## config.mk

```make
export PLATFORM = sky130hd
export DESIGN_NAME = move_to_front_list_search_unit
export DESIGN_NICKNAME = d
export VERILOG_FILES = /design/src/rtl/mtfls_pkg.sv /design/src/rtl/mtfls_cell.sv /design/src/rtl/move_to_front_list_search_unit.sv
export SDC_FILE = /design/constraint.sdc
export NUM_CORES = 1
export LEC_CHECK = 0
export BUFFER_PORTS_ARGS = -buffer_cell sky130_fd_sc_hd__buf_4
export CAP_MARGIN = 25
export CORE_UTILIZATION = 59
export CTS_CLUSTER_SIZE = 25
export DETAILED_ROUTE_END_ITERATION = 10
export PLACE_DENSITY = 0.83
export RECOVER_POWER = 25
export SYNTH_ARGS = -nofsm -noshare
export SYNTH_HDL_FRONTEND = slang
export SYNTH_SLANG_ARGS = --single-unit
```

## constraint.sdc

```tcl
create_clock -name clk -period 9 [get_ports clk]
set_clock_uncertainty 0.15 [all_clocks]
set_input_delay 1.35 -clock clk [delete_from_list [all_inputs] [get_ports clk]]
set_output_delay 1.35 -clock clk [all_outputs]
set_load 0.01 [all_outputs]
```

## src/rtl/mtfls_pkg.sv

```systemverilog
`timescale 1ns / 1ps

package mtfls_pkg;

  // List geometry.
  localparam int MAX_ENTRIES = 16;
  localparam int VALUE_W     = 32;
  localparam int IDX_W       = (MAX_ENTRIES > 1) ? $clog2(MAX_ENTRIES) : 1;
  localparam int CNT_W       = $clog2(MAX_ENTRIES + 1);

  // Fixed field widths of the result item.
  localparam int STATUS_W = 3;
  localparam int POS_W    = 4;
  localparam int TOTAL_W  = 5;

  typedef enum logic [1:0] {
    OP_CLEAR  = 2'd0,
    OP_APPEND = 2'd1,
    OP_SEARCH = 2'd2,
    OP_MTF    = 2'd3
  } op_t;

  typedef enum logic [STATUS_W-1:0] {
    ST_FOUND    = 3'd0,
    ST_MISSING  = 3'd1,
    ST_APPENDED = 3'd2,
    ST_FULL     = 3'd3,
    ST_CLEARED  = 3'd4
  } status_t;

  // Per-cell update control: load takes the broadcast key, shift takes the neighbor.
  typedef struct packed {
    logic load;
    logic shift;
  } cell_ctl_t;

endpackage

```

## src/rtl/mtfls_cell.sv

```systemverilog
`timescale 1ns / 1ps

module mtfls_cell (
  input  logic                                   clk,
  input  logic                                   rst_n,
  input  logic                                   capture,
  input  logic                                   valid,
  input  logic signed [mtfls_pkg::VALUE_W-1:0]   key,
  input  logic signed [mtfls_pkg::VALUE_W-1:0]   load_data,
  input  logic signed [mtfls_pkg::VALUE_W-1:0]   prev_data,
  input  mtfls_pkg::cell_ctl_t                   ctl,
  output logic signed [mtfls_pkg::VALUE_W-1:0]   data,
  output logic                                   hit
);
  import mtfls_pkg::*;

  logic signed [VALUE_W-1:0] data_r;
  logic signed [VALUE_W-1:0] data_nxt;
  logic                      hit_r;
  logic                      hit_nxt;

  // Entry update: a write of the key wins over a shift from the neighbor.
  always_comb begin
    priority if (ctl.load) begin
      data_nxt = load_data;
    end else if (ctl.shift) begin
      data_nxt = prev_data;
    end else begin
      data_nxt = data_r;
    end
  end

  // The match flag is sampled when an item is taken in and held for the next cycle.
  assign hit_nxt = capture ? (valid && (data_r == key)) : hit_r;

  always_ff @(posedge clk) begin
    data_r <= data_nxt;
  end

  always_ff @(posedge clk) begin
    if (!rst_n) begin
      hit_r <= 1'b0;
    end else begin
      hit_r <= hit_nxt;
    end
  end

  assign data = data_r;
  assign hit  = hit_r;

endmodule

```

## src/rtl/move_to_front_list_search_unit.sv

```systemverilog
`timescale 1ns / 1ps

// Move-to-front list search unit. At the edge that accepts an item, every cell
// of the list compares its entry with the key at once; in the following cycle
// (busy high) the first match is encoded, the list is updated (append, clear,
// or a one-step shift of the cells ahead of the match with the key written into
// the head) and the result is registered. The result shows on the out_ ports
// with out_strobe for exactly one cycle, in the cycle after the update cycle,
// and must be taken then: there is no way to hold it off. A new item may be
// started in that same cycle, but not while busy is high. Entries are never
// cleared in storage; only those below the entry count take part in a search.
module move_to_front_list_search_unit (
  input  logic                                   clk,
  input  logic                                   rst_n,
  input  logic                                   start,
  output logic                                   busy,
  input  logic [1:0]                             in_operation,
  input  logic signed [mtfls_pkg::VALUE_W-1:0]   in_value,
  output logic                                   out_strobe,
  output logic [mtfls_pkg::STATUS_W-1:0]         out_status,
  output logic [mtfls_pkg::POS_W-1:0]            out_position,
  output logic [mtfls_pkg::TOTAL_W-1:0]          out_entry_total
);
  import mtfls_pkg::*;

  logic                       accept;
  logic                       busy_r;
  logic                       busy_nxt;
  op_t                        op_r;
  logic signed [VALUE_W-1:0]  key_r;
  logic [CNT_W-1:0]           count_r;
  logic [CNT_W-1:0]           count_nxt;

  logic [MAX_ENTRIES-1:0]     hit_vec;
  logic signed [VALUE_W-1:0]  cell_data [MAX_ENTRIES];
  cell_ctl_t                  cell_ctl  [MAX_ENTRIES];

  logic [IDX_W-1:0]           hit_idx;
  logic                       found;
  logic                       full;
  status_t                    status_nxt;
  logic [IDX_W+POS_W-1:0]     pos_wide;
  logic [CNT_W+TOTAL_W-1:0]   total_wide;

  logic                       out_strobe_r;
  logic [STATUS_W-1:0]        out_status_r;
  logic [POS_W-1:0]           out_position_r;
  logic [TOTAL_W-1:0]         out_entry_total_r;

  assign accept   = start && !busy_r;
  assign busy_nxt = accept;

  // Key and operation are held for the update cycle.
  always_ff @(posedge clk) begin
    if (accept) begin
      op_r  <= op_t'(in_operation);
      key_r <= in_value;
    end
  end

  // The row of cells; each one past the head shifts from its lower neighbor.
  for (genvar i = 0; i < MAX_ENTRIES; i++) begin : g_cell
    logic signed [VALUE_W-1:0] prev;
    if (i == 0) begin : g_head
      assign prev = cell_data[0];
    end else begin : g_body
      assign prev = cell_data[i-1];
    end

    mtfls_cell u_cell (
      .clk       (clk),
      .rst_n     (rst_n),
      .capture   (accept),
      .valid     (count_r > CNT_W'(i)),
      .key       (in_value),
      .load_data (key_r),
      .prev_data (prev),
      .ctl       (cell_ctl[i]),
      .data      (cell_data[i]),
      .hit       (hit_vec[i])
    );
  end

  // First match from the front.
  always_comb begin
    hit_idx = '0;
    for (int i = MAX_ENTRIES - 1; i >= 0; i--) begin
      if (hit_vec[i]) begin
        hit_idx = IDX_W'(i);
      end
    end
  end

  assign found = |hit_vec;
  assign full  = (count_r == CNT_W'(MAX_ENTRIES));

  // Cell control in the update cycle.
  always_comb begin
    for (int i = 0; i < MAX_ENTRIES; i++) begin
      cell_ctl[i] = '0;
      if (busy_r) begin
        unique case (op_r)
          OP_APPEND: begin
            cell_ctl[i].load = !full && (count_r == CNT_W'(i));
          end
          OP_MTF: begin
            if (found && (hit_idx != '0)) begin
              cell_ctl[i].load  = (i == 0);
              cell_ctl[i].shift = (i != 0) && (IDX_W'(i) <= hit_idx);
            end
          end
          OP_CLEAR, OP_SEARCH: begin
            cell_ctl[i] = '0;
          end
          default: begin
            cell_ctl[i] = '0;
          end
        endcase
      end
    end
  end

  // Result and entry count of the update cycle.
  always_comb begin
    count_nxt  = count_r;
    status_nxt = ST_MISSING;
    pos_wide   = '0;
    unique case (op_r)
      OP_CLEAR: begin
        count_nxt  = '0;
        status_nxt = ST_CLEARED;
      end
      OP_APPEND: begin
        if (full) begin
          status_nxt = ST_FULL;
        end else begin
          status_nxt = ST_APPENDED;
          pos_wide   = (IDX_W+POS_W)'(count_r);
          count_nxt  = count_r + CNT_W'(1);
        end
      end
      OP_SEARCH, OP_MTF: begin
        if (found) begin
          status_nxt = ST_FOUND;
          pos_wide   = (IDX_W+POS_W)'(hit_idx);
        end
      end
      default: begin
        status_nxt = ST_MISSING;
      end
    endcase
  end

  assign total_wide = (CNT_W+TOTAL_W)'(count_nxt);

  always_ff @(posedge clk) begin
    if (!rst_n) begin
      busy_r       <= 1'b0;
      count_r      <= '0;
      out_strobe_r <= 1'b0;
    end else begin
      busy_r       <= busy_nxt;
      out_strobe_r <= busy_r;
      if (busy_r) begin
        count_r <= count_nxt;
      end
    end
  end

  // Result payload.
  always_ff @(posedge clk) begin
    if (busy_r) begin
      out_status_r      <= status_nxt;
      out_position_r    <= pos_wide[POS_W-1:0];
      out_entry_total_r <= total_wide[TOTAL_W-1:0];
    end
  end

  assign busy            = busy_r;
  assign out_strobe      = out_strobe_r;
  assign out_status      = out_status_r;
  assign out_position    = out_position_r;
  assign out_entry_total = out_entry_total_r;

  // An item spends exactly one cycle in the update step.
  a_busy_one_cycle: assert property (@(posedge clk) disable iff (!rst_n)
    busy_r |=> !busy_r)
    else $error("update step lasted more than one cycle");

  // Every update step yields one result in the next cycle.
  a_result_follows: assert property (@(posedge clk) disable iff (!rst_n)
    busy_r |=> out_strobe_r)
    else $error("update step without result");

  // The entry count never exceeds the list size.
  a_count_bound: assert property (@(posedge clk) disable iff (!rst_n)
    count_r <= CNT_W'(MAX_ENTRIES))
    else $error("entry count beyond list size");

  // A clear leaves the list empty.
  a_clear_empty: assert property (@(posedge clk) disable iff (!rst_n)
    (busy_r && (op_r == OP_CLEAR)) |=> (count_r == '0))
    else $error("list not empty after clear");

endmodule
```

==> impl_metrics.env <==
export IMPL_max_cap_violations=41
export IMPL_cp_arrival_ns=6.20
export IMPL_synth_area_leaders="edfxtp_1, mux2_2, xor2_1"
export IMPL_clock_root_buffer="clkbuf_16"
export IMPL_cts_setup_buffers=0
export IMPL_cp_end_kind="flop"
export IMPL_fin_crit_sh_pct=64.3
export IMPL_fin_crit_ns=5.79
export IMPL_path_cells="clkbuf_1, nor2b_1, nand2_1, inv_1, o21ai_0, nor4_1, nand4_1, o21ai_0"
export IMPL_die_w_um=229
export IMPL_synth_top_area_share_pct=55.2
export IMPL_coreArea_um2=50500
export IMPL_die_y_um=229
export IMPL_path_clk_slew_ns=0.07
export IMPL_cts_htree_levels=2
export IMPL_crit_buf_inv=2
export IMPL_grtUsageMet3_pct=10.2
export IMPL_final_cell_area_um2=32900
export IMPL_postPlaceCellArea_um2=31200
export IMPL_dp_slack_ns=4.67
export IMPL_synthArstFlopShare_pct=0
export IMPL_p_per_area_nw_per_um2=176
export IMPL_syn_area_um2=30300
export IMPL_crit_family="simple AND/OR/NAND/NOR gates"
export IMPL_grt_pass1_vias=19300
export IMPL_gp_congestion=0.976
export IMPL_outcome="complete, but fails checks"
export IMPL_p_total_uw=5780
export IMPL_violations="capacitance limit, slew limit"
export IMPL_drive_gt1_share_pct=27.9
export IMPL_grt_pass1_wl_mm=133
export IMPL_final_setup_worst_slack_ns=3.21
export IMPL_syn_mean_instance_area_um2=14.3
export IMPL_syn2layout_area_growth_pct=8.49
export IMPL_synth_xor_area_share_pct=14.8
export IMPL_slew_limit_headroom_pct=-87.2
export IMPL_p_leak_uw=0.0108
export IMPL_vias=18900
export IMPL_critPathLaunchType="flop"
export IMPL_final_nets=2166
export IMPL_firstDrtPassIters=6
export IMPL_rsz0062_at_grt="false"
export IMPL_track_usage_pct=35.6
export IMPL_busiest_layer="met2"
export IMPL_grt_max_degree=37
export IMPL_clock_latency_ns=0.63
export IMPL_syn_num_nets=2169
export IMPL_io_buffers=50
export IMPL_wl_per_cell_um=32.9
export IMPL_initial_core_util_pct=60.1
export IMPL_numCtsBuffers=59
export IMPL_synth_area_leader_cell="edfxtp_1"
export IMPL_path_class="flop to flop"
export IMPL_ant_nets=0
export IMPL_required_ns=9.41
export IMPL_synth_ff_type="edfxtp_1"
export IMPL_synth_edf_count=558
export IMPL_clockBufferDepth=3
export IMPL_synthMuxAreaShare_pct=18.0
export IMPL_grtUsageMet1_pct=43.8
export IMPL_drc=0
export IMPL_synth_cells=2126
export IMPL_tightest_slew_ns=2.80
export IMPL_synthSimpleGateAreaFrac_pct=5.59
export IMPL_placementRows=82
export IMPL_ys_warn_count=0
export IMPL_slowest_stage="nor2b_1"
export IMPL_tns_ns=0
export IMPL_slowest_delay_ns=2.24
export IMPL_ctsResizeCount=0
export IMPL_cts_tree="yes"
export IMPL_slew_viol_final=833
export IMPL_min_path_type="flop to flop"
export IMPL_crit_top_cell="o21ai_0"
export IMPL_nFillCells=3643
export IMPL_drtIter0Drc=2383
export IMPL_synth_cell_type_count=64
export IMPL_synth_compound_area_share_pct=1.83
export IMPL_setup_viol=0
export IMPL_clock_sinks=581
export IMPL_fmax_ghz=0.173
export IMPL_synth_seq_area_share_pct=56.7
export IMPL_worst_path_max_fanout=36
export IMPL_synthAdderAreaFrac_pct=0.247
export IMPL_synth_most_common_cell="edfxtp_1"
export IMPL_ys_top_cells_by_count="edfxtp_1, mux2_2, xor2_1"
export IMPL_grt_antenna_before_repair=6
export IMPL_dieArea_um2=52300
export IMPL_vdd_drop_max_uv=143
export IMPL_viasPerCell=6.65
export IMPL_dp_hpwl_mm=59.4
export IMPL_met2_usage_pct=55.6
export IMPL_hold_violations=0
export IMPL_hold_buffers=0
export IMPL_grt_ovfl_total=0
export IMPL_wirelength_mm=93.6
export IMPL_ys_ff_latch=581
export IMPL_num_io_pins=51
export IMPL_antenna_cells=0
export IMPL_placed_cells=2728
export IMPL_final_cells=2843
export IMPL_synth_top_family_by_area="multiplexers"
[power by group]
part | total, uW | switching [uW] | internal, uW
Clock | 2450 | 1050 | 1400
Sequential | 3010 | 61.4 | 2950
Combinational | 324 | 229 | 94.7
[state kept, by name, indices dropped and copies added, names as in the netlist]
register / count
key_r: 32
g_cell.u_cell.hit: 16
out_entry_total: 5
g_cell.u_cell.data: 512
out_status: 3
busy: 1
count_r: 5
out_strobe: 1
out_position: 4
op_r: 2
[stage by stage]
| step | util, % | hold WS (ns) |
|---|---|---|
| floorplan | - | 0.286 |
| global placement | 61.6 | 0.353 |
| detailed placement | 61.9 | 0.358 |
| CTS | 65.6 | 0.364 |
| global route | 65.2 | 0.383 |
| finish | 65.2 | 0.366 |
[layer usage]
metal,routed length (um),vias to the layer above
met5,51,-
met4,6520,2
met3,11400,388
met2,42500,1348
met1,33200,9331
li1,-,7844
[cell usage in the layout (no fill, tap or decap), types with 3 or more instances in the layout]
master,synthesis,layout
bufinv_16,0,6
nand2_1,50,50
clkinv_2,1,13
edfxtp_1,558,558
a21oi_1,12,12
buf_8,0,6
inv_1,11,11
o21ai_4,0,3
nor4_1,76,78
o211a_1,3,3
and3_1,3,3
xor2_1,292,292
nand4_1,72,72
nor2b_1,6,6
buf_4,3,25
ha_1,6,6
nand2_4,4,4
mux2_1,11,15
xnor2_1,220,220
nor2_1,24,24
clkbuf_1,68,76
clkinv_1,1,9
clkbuf_16,0,59
nand3_1,21,21
or4_1,3,3
buf_16,0,3
o31ai_1,5,3
nor3_1,18,19
o21ai_0,30,26
mux2_4,18,18
a2111oi_0,5,5
mux2_2,451,447
clkbuf_8,0,3
dfxtp_1,23,23
a22o_1,3,3
nand2b_1,3,4
[worst min-delay path: stages (launching register included)]
cell	delay, ns
dfxtp_1	0.34
nand2_1	0.06
o21ai_0	0.06
[layout make-up]
type                       instances  area, um2  area share (%)
sequential                       581      17200            52.3
multi-input combinational       1373      12300            37.4
clock buffer                      80       1590            4.82
tap                              672        841            2.55
timing repair buffer              95        613            1.86
clock inverter                    29        293           0.889
inverter                          13       50.0           0.152
[logic make-up after synthesis]
| kind of cell | count (synthesis) |
|---|---|
| DFF | 581 |
| xor gates and xnor gates | 512 |
| muxes | 480 |
| and+or+nand+nor | 294 |
| buffers and inverters | 172 |
| AOI/OAI and AO/OA | 81 |
| adders and majority gates | 6 |
[path summary, 6_finish.rpt]
kind,startpoint,end,slack [ns],depth (start not counted)
setup / recovery,busy,g_cell[9].u_cell.hit,3.21,8
hold / removal,g_cell[8].u_cell.hit,g_cell[8].u_cell.hit,0.37,2
setup reg to reg,busy,g_cell[9].u_cell.hit,3.21,8
hold reg to reg,g_cell[8].u_cell.hit,g_cell[8].u_cell.hit,0.37,2
No activity file was read; power rests on OpenSTA's default activity.
